[config.mk]
export PLATFORM = sky130hd
export DESIGN_NAME = command_retry_timeout_engine_flat
export DESIGN_NICKNAME = d
export VERILOG_FILES = /design/src/sv/crte_pkg.sv /design/src/sv/crte_if.sv /design/src/sv/command_retry_timeout_engine.sv /design/src/flat_wrapper.sv
export SDC_FILE = /design/constraint.sdc
export NUM_CORES = 1
export LEC_CHECK = 0
export BUFFER_PORTS_ARGS = -buffer_cell sky130_fd_sc_hd__buf_2
export CORE_MARGIN = 1
export CORE_UTILIZATION = 40
export DETAILED_ROUTE_END_ITERATION = 8
export GPL_TIMING_DRIVEN = 1
export MAX_ROUTING_LAYER = met4
export PLACE_DENSITY_LB_ADDON = 0.25
export SLEW_MARGIN = 20
export SYNTH_ARGS = -nofsm -noshare
export SYNTH_HDL_FRONTEND = slang
export SYNTH_SLANG_ARGS = --single-unit
[constraint.sdc]
create_clock -name i_clk -period 14.25 [get_ports i_clk]
set_input_delay 4.275 -clock i_clk [delete_from_list [all_inputs] [get_ports i_clk]]
set_output_delay 4.275 -clock i_clk [all_outputs]
set_load 0.005 [all_outputs]
[src/sv/crte_pkg.sv]
`default_nettype none

package crte_pkg;

    localparam int CMD_W   = 3;
    localparam int KIND_W  = 2;
    localparam int ODO_W   = 32;
    localparam int CNT_W   = 16;
    localparam int LIMIT_W = 6;
    localparam int ADDR_W  = 4;
    localparam int DATA_W  = 32;

    typedef enum logic [CMD_W-1:0] {
        CMD_TICK      = 3'd0,
        CMD_ENQUEUE   = 3'd1,
        CMD_REPLY     = 3'd2,
        CMD_WR_DONE   = 3'd3,
        CMD_WR_ERROR  = 3'd4
    } t_cmd;

    typedef enum logic [1:0] {
        ST_OK      = 2'd0,
        ST_QFULL   = 2'd1,
        ST_TIMEOUT = 2'd2,
        ST_WR_ERR  = 2'd3
    } t_status;

    typedef enum logic {
        EV_SEND   = 1'b0,
        EV_FINISH = 1'b1
    } t_event;

    typedef enum logic [1:0] {
        REG_TIMEOUT = 2'd0,
        REG_RESEND  = 2'd1,
        REG_LIMIT   = 2'd2
    } t_reg_idx;

    localparam logic [KIND_W-1:0] KIND_REQUEST = 2'd2;

    localparam logic [CNT_W-1:0]   TIMEOUT_RST = 16'd50;
    localparam logic [CNT_W-1:0]   RESEND_RST  = 16'd20;
    localparam logic [LIMIT_W-1:0] LIMIT_RST   = 6'd32;

endpackage

`default_nettype wire

[src/sv/crte_if.sv]
`default_nettype none

interface crte_req_if #(
    parameter int TAG_WIDTH = 8
);
    import crte_pkg::*;

    logic                 valid;
    logic                 ready;
    logic [CMD_W-1:0]     cmd;
    logic [KIND_W-1:0]    cmd_kind;
    logic [TAG_WIDTH-1:0] tag;
    logic                 reply_ok;
    logic [ODO_W-1:0]     reply_dx;
    logic [ODO_W-1:0]     reply_dy;
    logic [ODO_W-1:0]     reply_dtheta;

    modport source (
        output valid, cmd, cmd_kind, tag, reply_ok, reply_dx, reply_dy, reply_dtheta,
        input  ready
    );
    modport sink (
        input  valid, cmd, cmd_kind, tag, reply_ok, reply_dx, reply_dy, reply_dtheta,
        output ready
    );
endinterface

interface crte_res_if #(
    parameter int TAG_WIDTH = 8
);
    import crte_pkg::*;

    logic                 valid;
    logic                 ready;
    logic                 event_type;
    logic [TAG_WIDTH-1:0] out_tag;
    logic [KIND_W-1:0]    out_kind;
    logic                 success;
    logic [1:0]           status_code;
    logic [CNT_W-1:0]     attempts_made;
    logic [ODO_W-1:0]     out_dx;
    logic [ODO_W-1:0]     out_dy;
    logic [ODO_W-1:0]     out_dtheta;

    modport source (
        output valid, event_type, out_tag, out_kind, success, status_code,
               attempts_made, out_dx, out_dy, out_dtheta,
        input  ready
    );
    modport sink (
        input  valid, event_type, out_tag, out_kind, success, status_code,
               attempts_made, out_dx, out_dy, out_dtheta,
        output ready
    );
endinterface

`default_nettype wire

[src/sv/command_retry_timeout_engine.sv]
// Path: an event transfer lands in the input register, is decoded from there and its result,
// if any, is caught in the result register once that register is free (two register stages).
// Throughput: one event per cycle; only a result left untaken by the sink holds the input.
// Reset (i_rst_n low, synchronous): queue empty, no active command, timeout 50,
// resend 20, queue limit 32. The pending-command memory is not cleared.
`default_nettype none

module command_retry_timeout_engine #(
    parameter int QUEUE_DEPTH = 32,
    parameter int TAG_WIDTH   = 8
) (
    input  wire logic                          i_clk,
    input  wire logic                          i_rst_n,
    crte_req_if.sink                           i_req,
    crte_res_if.source                         o_res,
    input  wire logic                          psel,
    input  wire logic                          penable,
    input  wire logic                          pwrite,
    input  wire logic [crte_pkg::ADDR_W-1:0]   paddr,
    input  wire logic [crte_pkg::DATA_W-1:0]   pwdata,
    output logic      [crte_pkg::DATA_W-1:0]   prdata,
    output logic                               pready
);
    import crte_pkg::*;

    // queue geometry
    localparam int AW = (QUEUE_DEPTH > 1) ? $clog2(QUEUE_DEPTH) : 1;
    localparam int CW = $clog2(QUEUE_DEPTH + 1);
    localparam int LW = (CW > LIMIT_W) ? CW : LIMIT_W;
    localparam int EW = TAG_WIDTH + KIND_W;
    localparam logic [AW-1:0] LAST_IDX = AW'(QUEUE_DEPTH - 1);
    localparam logic [CNT_W-1:0] CNT_MAX = '1;

    // active command context
    typedef struct packed {
        logic                 valid;
        logic [KIND_W-1:0]    kind;
        logic [TAG_WIDTH-1:0] tag;
        logic                 sent;
        logic                 ack_wait;
        logic                 busy;
        logic [CNT_W-1:0]     att;
        logic [CNT_W-1:0]     since_start;
        logic [CNT_W-1:0]     since_send;
    } t_active;

    typedef struct packed {
        logic                 event_type;
        logic [TAG_WIDTH-1:0] tag;
        logic [KIND_W-1:0]    kind;
        logic                 success;
        logic [1:0]           status;
        logic [CNT_W-1:0]     attempts;
        logic [ODO_W-1:0]     dx;
        logic [ODO_W-1:0]     dy;
        logic [ODO_W-1:0]     dtheta;
    } t_result;

    // ---------------------------------------------------------------------------------------
    // Configuration registers (APB, zero wait state)
    // ---------------------------------------------------------------------------------------
    logic [CNT_W-1:0]   r_timeout;
    logic [CNT_W-1:0]   r_resend;
    logic [LIMIT_W-1:0] r_limit;
    logic               cfg_wr;
    t_reg_idx           cfg_idx;

    assign pready  = 1'b1;
    assign cfg_wr  = psel && penable && pwrite;
    assign cfg_idx = t_reg_idx'(paddr[3:2]);

    always_ff @(posedge i_clk) begin
        if (!i_rst_n) begin
            r_timeout <= TIMEOUT_RST;
            r_resend  <= RESEND_RST;
            r_limit   <= LIMIT_RST;
        end else if (cfg_wr) begin
            case (cfg_idx)
                REG_TIMEOUT: r_timeout <= pwdata[CNT_W-1:0];
                REG_RESEND:  r_resend  <= pwdata[CNT_W-1:0];
                REG_LIMIT:   r_limit   <= pwdata[LIMIT_W-1:0];
                default: ;
            endcase
        end
    end

    always_comb begin
        case (cfg_idx)
            REG_TIMEOUT: prdata = DATA_W'(r_timeout);
            REG_RESEND:  prdata = DATA_W'(r_resend);
            REG_LIMIT:   prdata = DATA_W'(r_limit);
            default:     prdata = '0;
        endcase
    end

    // ---------------------------------------------------------------------------------------
    // Input register: one event waits here until the result register can take its result
    // ---------------------------------------------------------------------------------------
    logic                 r_s1_valid;
    logic [CMD_W-1:0]     r_s1_cmd;
    logic [KIND_W-1:0]    r_s1_kind;
    logic [TAG_WIDTH-1:0] r_s1_tag;
    logic                 r_s1_ok;
    logic [ODO_W-1:0]     r_s1_dx;
    logic [ODO_W-1:0]     r_s1_dy;
    logic [ODO_W-1:0]     r_s1_dth;
    logic                 r_out_valid;
    t_result              r_res;
    logic                 out_free;
    logic                 s1_fire;

    assign out_free    = !r_out_valid || o_res.ready;
    assign s1_fire     = r_s1_valid && out_free;
    assign i_req.ready = !r_s1_valid || s1_fire;

    always_ff @(posedge i_clk) begin
        if (!i_rst_n) begin
            r_s1_valid <= 1'b0;
        end else if (i_req.ready) begin
            r_s1_valid <= i_req.valid;
        end
    end

    always_ff @(posedge i_clk) begin
        if (i_req.ready && i_req.valid) begin
            r_s1_cmd  <= i_req.cmd;
            r_s1_kind <= i_req.cmd_kind;
            r_s1_tag  <= i_req.tag;
            r_s1_ok   <= i_req.reply_ok;
            r_s1_dx   <= i_req.reply_dx;
            r_s1_dy   <= i_req.reply_dy;
            r_s1_dth  <= i_req.reply_dtheta;
        end
    end

    // ---------------------------------------------------------------------------------------
    // Pending-command queue. r_head_data always holds the entry at the head pointer: the
    // memory is read at the next head address, with the write data bypassed when an entry
    // lands in an empty queue.
    // ---------------------------------------------------------------------------------------
    logic [EW-1:0] r_mem [QUEUE_DEPTH];
    logic [EW-1:0] r_head_data;
    logic [AW-1:0] r_head;
    logic [AW-1:0] r_tail;
    logic [CW-1:0] r_count;
    logic [AW-1:0] n_head;
    logic [AW-1:0] n_tail;
    logic [CW-1:0] n_count;
    logic          w_push;
    logic [EW-1:0] w_entry;

    assign w_entry = {r_s1_tag, r_s1_kind};

    always_ff @(posedge i_clk) begin
        if (w_push) begin
            r_mem[r_tail] <= w_entry;
        end
        if (w_push && (r_tail == n_head)) begin
            r_head_data <= w_entry;
        end else begin
            r_head_data <= r_mem[n_head];
        end
    end

    // ---------------------------------------------------------------------------------------
    // Event handling
    // ---------------------------------------------------------------------------------------
    t_active r_act;
    t_active n_act;
    t_active fresh;
    t_result res;
    logic    res_v;
    logic    q_full;

    // context of the head entry, as loaded when it becomes active
    always_comb begin
        fresh             = '0;
        fresh.valid       = 1'b1;
        fresh.kind        = r_head_data[KIND_W-1:0];
        fresh.tag         = r_head_data[EW-1:KIND_W];
    end

    assign q_full = (LW'(r_count) >= LW'(QUEUE_DEPTH)) || (LW'(r_count) >= LW'(r_limit));

    always_comb begin
        n_act   = r_act;
        n_head  = r_head;
        n_tail  = r_tail;
        n_count = r_count;
        w_push  = 1'b0;
        res_v   = 1'b0;
        res     = '0;

        if (s1_fire) begin
            case (t_cmd'(r_s1_cmd))
                CMD_TICK: begin
                    // idle: pull the oldest pending command (only one pop per event is
                    // possible, the timeout pull below needs an already active command)
                    if (!r_act.valid && (r_count != '0)) begin
                        n_act   = fresh;
                        n_head  = (r_head == LAST_IDX) ? '0 : r_head + 1'b1;
                        n_count = r_count - 1'b1;
                    end
                    if (n_act.valid) begin
                        if (n_act.sent) begin
                            if (n_act.since_start != CNT_MAX) begin
                                n_act.since_start = n_act.since_start + 1'b1;
                            end
                            if (n_act.since_send != CNT_MAX) begin
                                n_act.since_send = n_act.since_send + 1'b1;
                            end
                        end
                        if (n_act.sent && (n_act.since_start >= r_timeout)) begin
                            res_v          = 1'b1;
                            res.event_type = EV_FINISH;
                            res.tag        = n_act.tag;
                            res.kind       = n_act.kind;
                            res.status     = ST_TIMEOUT;
                            res.attempts   = n_act.att;
                            n_act.valid    = 1'b0;
                            n_act.sent     = 1'b0;
                            n_act.ack_wait = 1'b0;
                            n_act.busy     = 1'b0;
                            if (r_count != '0) begin
                                n_act   = fresh;
                                n_head  = (r_head == LAST_IDX) ? '0 : r_head + 1'b1;
                                n_count = r_count - 1'b1;
                            end
                        end else if (!n_act.busy &&
                                     (!n_act.ack_wait || (n_act.since_send >= r_resend))) begin
                            if (!n_act.sent) begin
                                n_act.sent        = 1'b1;
                                n_act.since_start = '0;
                            end
                            n_act.since_send = '0;
                            n_act.busy       = 1'b1;
                            n_act.ack_wait   = 1'b0;
                            if (n_act.att != CNT_MAX) begin
                                n_act.att = n_act.att + 1'b1;
                            end
                            res_v          = 1'b1;
                            res.event_type = EV_SEND;
                            res.tag        = n_act.tag;
                            res.kind       = n_act.kind;
                            res.attempts   = n_act.att;
                        end
                    end
                end
                CMD_ENQUEUE: begin
                    if (q_full) begin
                        res_v          = 1'b1;
                        res.event_type = EV_FINISH;
                        res.tag        = r_s1_tag;
                        res.kind       = r_s1_kind;
                        res.status     = ST_QFULL;
                    end else begin
                        w_push  = 1'b1;
                        n_tail  = (r_tail == LAST_IDX) ? '0 : r_tail + 1'b1;
                        n_count = r_count + 1'b1;
                    end
                end
                CMD_REPLY: begin
                    if (r_act.valid && (r_s1_kind == r_act.kind) && r_s1_ok) begin
                        res_v          = 1'b1;
                        res.event_type = EV_FINISH;
                        res.tag        = r_act.tag;
                        res.kind       = r_act.kind;
                        res.success    = 1'b1;
                        res.status     = ST_OK;
                        res.attempts   = r_act.att;
                        if (r_act.kind == KIND_REQUEST) begin
                            res.dx     = r_s1_dx;
                            res.dy     = r_s1_dy;
                            res.dtheta = r_s1_dth;
                        end
                        n_act.valid    = 1'b0;
                        n_act.sent     = 1'b0;
                        n_act.ack_wait = 1'b0;
                        n_act.busy     = 1'b0;
                    end
                end
                CMD_WR_DONE: begin
                    if (r_act.valid && r_act.busy) begin
                        n_act.busy     = 1'b0;
                        n_act.ack_wait = 1'b1;
                    end
                end
                CMD_WR_ERROR: begin
                    if (r_act.valid && r_act.busy) begin
                        res_v          = 1'b1;
                        res.event_type = EV_FINISH;
                        res.tag        = r_act.tag;
                        res.kind       = r_act.kind;
                        res.status     = ST_WR_ERR;
                        res.attempts   = r_act.att;
                        n_act.valid    = 1'b0;
                        n_act.sent     = 1'b0;
                        n_act.ack_wait = 1'b0;
                        n_act.busy     = 1'b0;
                        if (r_count != '0) begin
                            n_act   = fresh;
                            n_head  = (r_head == LAST_IDX) ? '0 : r_head + 1'b1;
                            n_count = r_count - 1'b1;
                        end
                    end
                end
                default: ;
            endcase
        end
    end

    always_ff @(posedge i_clk) begin
        if (!i_rst_n) begin
            r_act   <= '0;
            r_head  <= '0;
            r_tail  <= '0;
            r_count <= '0;
        end else begin
            r_act   <= n_act;
            r_head  <= n_head;
            r_tail  <= n_tail;
            r_count <= n_count;
        end
    end

    // ---------------------------------------------------------------------------------------
    // Result register
    // ---------------------------------------------------------------------------------------
    always_ff @(posedge i_clk) begin
        if (!i_rst_n) begin
            r_out_valid <= 1'b0;
        end else if (out_free) begin
            r_out_valid <= res_v;
        end
    end

    always_ff @(posedge i_clk) begin
        if (out_free && res_v) begin
            r_res <= res;
        end
    end

    assign o_res.valid         = r_out_valid;
    assign o_res.event_type    = r_res.event_type;
    assign o_res.out_tag       = r_res.tag;
    assign o_res.out_kind      = r_res.kind;
    assign o_res.success       = r_res.success;
    assign o_res.status_code   = r_res.status;
    assign o_res.attempts_made = r_res.attempts;
    assign o_res.out_dx        = r_res.dx;
    assign o_res.out_dy        = r_res.dy;
    assign o_res.out_dtheta    = r_res.dtheta;

    // ---------------------------------------------------------------------------------------
    // Checks
    // ---------------------------------------------------------------------------------------
    a_count_bound: assert property (@(posedge i_clk) disable iff (!i_rst_n)
        LW'(r_count) <= LW'(QUEUE_DEPTH))
        else $error("queue count beyond depth");

    a_busy_ctx: assert property (@(posedge i_clk) disable iff (!i_rst_n)
        r_act.busy |-> (r_act.valid && r_act.sent))
        else $error("write busy without a sent active command");

    a_ack_ctx: assert property (@(posedge i_clk) disable iff (!i_rst_n)
        r_act.ack_wait |-> (r_act.valid && r_act.sent && !r_act.busy))
        else $error("awaiting ack in an inconsistent context");

    a_send_attempt: assert property (@(posedge i_clk) disable iff (!i_rst_n)
        (s1_fire && res_v && (res.event_type == EV_SEND)) |=> (r_act.busy && r_act.att != '0))
        else $error("send transfer without busy write and counted attempt");

endmodule

`default_nettype wire

[src/flat_wrapper.sv]
// flat-port wrapper written by rule: the top's interface ports become plain ports
module command_retry_timeout_engine_flat import crte_pkg::*;
#(
    parameter int QUEUE_DEPTH = 32,
    parameter int TAG_WIDTH   = 8
)
  (i_clk, i_rst_n, psel, penable, pwrite, paddr, pwdata, prdata, pready, i_req_valid, i_req_cmd, i_req_cmd_kind, i_req_tag, i_req_reply_ok, i_req_reply_dx, i_req_reply_dy, i_req_reply_dtheta, i_req_ready, o_res_valid, o_res_event_type, o_res_out_tag, o_res_out_kind, o_res_success, o_res_status_code, o_res_attempts_made, o_res_out_dx, o_res_out_dy, o_res_out_dtheta, o_res_ready);
  crte_req_if #(.TAG_WIDTH(TAG_WIDTH)) i_req_i ();
  crte_res_if #(.TAG_WIDTH(TAG_WIDTH)) o_res_i ();
  input  wire logic i_clk;
  input  wire logic i_rst_n;
  input  wire logic psel;
  input  wire logic penable;
  input  wire logic pwrite;
  input  wire logic [crte_pkg::ADDR_W-1:0] paddr;
  input  wire logic [crte_pkg::DATA_W-1:0] pwdata;
  output logic      [crte_pkg::DATA_W-1:0] prdata;
  output logic pready;
  input wire logic [$bits(i_req_i.valid)-1:0] i_req_valid;
  input wire logic [$bits(i_req_i.cmd)-1:0] i_req_cmd;
  input wire logic [$bits(i_req_i.cmd_kind)-1:0] i_req_cmd_kind;
  input wire logic [$bits(i_req_i.tag)-1:0] i_req_tag;
  input wire logic [$bits(i_req_i.reply_ok)-1:0] i_req_reply_ok;
  input wire logic [$bits(i_req_i.reply_dx)-1:0] i_req_reply_dx;
  input wire logic [$bits(i_req_i.reply_dy)-1:0] i_req_reply_dy;
  input wire logic [$bits(i_req_i.reply_dtheta)-1:0] i_req_reply_dtheta;
  output wire logic [$bits(i_req_i.ready)-1:0] i_req_ready;
  output wire logic [$bits(o_res_i.valid)-1:0] o_res_valid;
  output wire logic [$bits(o_res_i.event_type)-1:0] o_res_event_type;
  output wire logic [$bits(o_res_i.out_tag)-1:0] o_res_out_tag;
  output wire logic [$bits(o_res_i.out_kind)-1:0] o_res_out_kind;
  output wire logic [$bits(o_res_i.success)-1:0] o_res_success;
  output wire logic [$bits(o_res_i.status_code)-1:0] o_res_status_code;
  output wire logic [$bits(o_res_i.attempts_made)-1:0] o_res_attempts_made;
  output wire logic [$bits(o_res_i.out_dx)-1:0] o_res_out_dx;
  output wire logic [$bits(o_res_i.out_dy)-1:0] o_res_out_dy;
  output wire logic [$bits(o_res_i.out_dtheta)-1:0] o_res_out_dtheta;
  input wire logic [$bits(o_res_i.ready)-1:0] o_res_ready;
  assign i_req_i.valid = i_req_valid;
  assign i_req_i.cmd = i_req_cmd;
  assign i_req_i.cmd_kind = i_req_cmd_kind;
  assign i_req_i.tag = i_req_tag;
  assign i_req_i.reply_ok = i_req_reply_ok;
  assign i_req_i.reply_dx = i_req_reply_dx;
  assign i_req_i.reply_dy = i_req_reply_dy;
  assign i_req_i.reply_dtheta = i_req_reply_dtheta;
  assign i_req_ready = i_req_i.ready;
  assign o_res_valid = o_res_i.valid;
  assign o_res_event_type = o_res_i.event_type;
  assign o_res_out_tag = o_res_i.out_tag;
  assign o_res_out_kind = o_res_i.out_kind;
  assign o_res_success = o_res_i.success;
  assign o_res_status_code = o_res_i.status_code;
  assign o_res_attempts_made = o_res_i.attempts_made;
  assign o_res_out_dx = o_res_i.out_dx;
  assign o_res_out_dy = o_res_i.out_dy;
  assign o_res_out_dtheta = o_res_i.out_dtheta;
  assign o_res_i.ready = o_res_ready;
  command_retry_timeout_engine #(.QUEUE_DEPTH(QUEUE_DEPTH), .TAG_WIDTH(TAG_WIDTH)) u_core (.i_clk(i_clk), .i_rst_n(i_rst_n), .i_req(i_req_i), .o_res(o_res_i), .psel(psel), .penable(penable), .pwrite(pwrite), .paddr(paddr), .pwdata(pwdata), .prdata(prdata), .pready(pready));
endmodule
==> metrics.txt <==
Vias/cell roughly 5.5; clk buf depth 3; worst r2r src u_core.r_count[1]$_SDFFE_PN0P_; pin count of the biggest net entering global routing between 90 and 100; initial DRC count between 1,500 and 2,000; clk_lat worst skew between 0.6 and 0.7 ns; worst reg2reg path depth 22; max-slew violation count 0; routed wire length ~77,000 um; flop2flop setup slack 6.03 ns; htree depth 3; WS Path Type in2out; layout cells sized above 1 approximately 22%; Clock Skews a little over 0.04 ns; hold endpoint u_core.r_timeout[7]$_SDFFE_PN0P_; worst slack at placement ~4.5 ns; gpl congestion between 0.9 and 1; Final ANT Viol Nets 0; DRC 0; Chip Width about 270 um; Setup crit start kind primary input; detailed-route via count ~19,000; dpl cells ~3,300; total die area approximately 74,000 sq um; CTS Hold Bufs 0; Synth area leaders edfxtp_1, dfxtp_1, mux4_2; Die H about 270 um; CP arrival 5.41 ns; synthesis-to-layout area growth 16.3%; crit path setup slack, layout 4.57 ns; final hold slack between 0.4 and 0.5 ns; # setup viols final 0; Slew HR about 24%; Top FF cell, synth edfxtp_1; clock sink count approximately 680; Starting Density between 40% and 50%; # resized after CTS 0; Total GRT Usage a little over a fifth; TritonCTS clock tree done; Worst Path Required approximately 10 ns; hold crit path type reg2reg; Power, Total around 4200 uW; RSZ-0062 raised after global routing no; count leader, synth edfxtp_1; post-route minimum period 9.68 ns; Peak Freq around 100 MHz; first-pass GRT wire length about 120,000 um; CTS root buffer clkbuf_16; Num CTS Buffers between 70 and 80; non-filler cells, final 3,435; setup TNS 0 ns; Mean Syn Cell Area ~13 sq um; final hold vios 0; Post-synth ARST share 0%; Avg WL per Cell 22.4 um; number of global-route vias before repair around 19,000; FF+latch count, synth between 600 and 700; postcts setup bufs 0; outcome finished, final reports clean; total of max-cap violations 0; DP HPWL ~51,000 um; post-synth top area cell edfxtp_1; Post-Syn Instances ~2,200; HP Start u_core.r_timeout[7]$_SDFFE_PN0P_; Port-buffer cells ~280; 1st-pass router iterations 5; Worst-Margin Slew 1.14 ns; post-synthesis sequential area ratio between 60% and 70%; number of enable flip-flop cells after synthesis between 500 and 600; Critical Path Start paddr[2]; r2r endpoint u_core.o_res.out_dx[3]$_SDFFCE_PN0P_; core area between 70,000 and 80,000 sq um; Worst Setup End Kind primary output; num ports 314; gr ovfl total 0; fin crit share roughly two thirds; Worst VDD drop between 0.09 and 0.1 mV; layout net count 2,635; top cell type's share of synthesized area a little under three fifths; Fillers approximately 6,300; initial antenna violation count 1; Mapped Area between 20,000 and 30,000 sq um; FP Rows between 90 and 100; Synth Warn # 0; Synth cell types 93; leakage 0.0120 uW; Worst Hold Depth 2; pwr dens 124 nW/um^2; CP Max Fanout 22; synth cell count leaders edfxtp_1, nand2_1, nor2_1; Clock transition at path regs 0.06 ns
worst max path at each step:
stage	end	slack, ns	depth (start not counted)
after floorplan	u_core.o_res.attempts_made[0]$_SDFFCE_PN0P_	2.60	24
after global placement	prdata[1]	4.54	5
after detailed placement	prdata[5]	4.54	4
after CTS	prdata[5]	4.52	4
after global routing	prdata[5]	4.45	4
final	prdata[1]	4.57	5
placed cells by master, fill, tap and decap left out, drive strengths merged, types with 60 or more instances in the layout:
cell      n
clkbuf   96
dfxtp   123
inv      67
edfxtp  556
a21oi   100
and2    110
o21ai    66
nor2    170
buf     308
mux4     60
nand2   178
worst max-delay path, cell delays in order:
cell	delay, ns
buf_2	0.50
nor2b_1	0.23
nand2_1	0.11
o21ai_0	0.12
buf_2	0.17
area by class of cell:
type | count | area [sq um] | area share [%]
diodes | 1 | 2.50 | 0.00739
clock buffers | 96 | 1970 | 5.83
clock inverters | 32 | 449 | 1.33
inverters | 66 | 248 | 0.732
multi-input cells | 1303 | 9210 | 27.2
flip-flops and latches | 679 | 19200 | 56.6
well taps | 950 | 1190 | 3.51
repair buffers | 308 | 1620 | 4.79
power breakdown:
| part | switching [uW] | total [uW] | internal, uW |
|---|---|---|---|
| clock network | 813 | 1900 | 1090 |
| registers | 9.91 | 2170 | 2160 |
| logic | 85.4 | 121 | 35.3 |
| total | 908 | 4190 | 3280 |
registers in the layout (all words and copies together), names as in the netlist, 2 cells and up, named ones only:
register,cells
u_core.r_mem,320
u_core.r_s1_tag,8
u_core.o_res.attempts_made,16
u_core.o_res.out_tag,8
u_core.r_act,62
u_core.r_head,5
u_core.r_s1_kind,2
u_core.o_res.out_kind,2
u_core.r_s1_dth,32
u_core.o_res.out_dtheta,32
u_core.r_s1_dx,32
u_core.r_timeout,16
u_core.r_s1_dy,32
u_core.r_limit,6
u_core.o_res.out_dx,32
u_core.o_res.status_code,2
u_core.r_s1_cmd,3
u_core.r_count,6
u_core.r_tail,5
u_core.o_res.out_dy,32
u_core.r_resend,16
kinds of logic after synthesis:
| kind of cell | share of synthesized area [%] |
|---|---|
| AO/OA/AOI/OAI | 9.33 |
| XOR/XNOR | 0.933 |
| adder cells (fa/ha/maj) | 2.19 |
| buffers and inverters | 2.84 |
| flip-flops | 65.8 |
| multiplexers | 7.01 |
| other | 0.0258 |
| AND/OR/NAND/NOR | 11.9 |
routing by layer:
metal	global-route usage [%]	wire length (um)
met3	2.88	3880
met4	6.39	2150
met1	27.0	31800
met2	34.9	39100
met5	-	0
stage by stage:
step	util, %	area (sq um)
finish	47.2	33900
global route	47.2	33900
CTS	47.2	33800
detailed placement	43.8	31400
global placement	43.8	31400
floorplan	-	29200
Note: power is estimated with default switching activity, not from simulation.
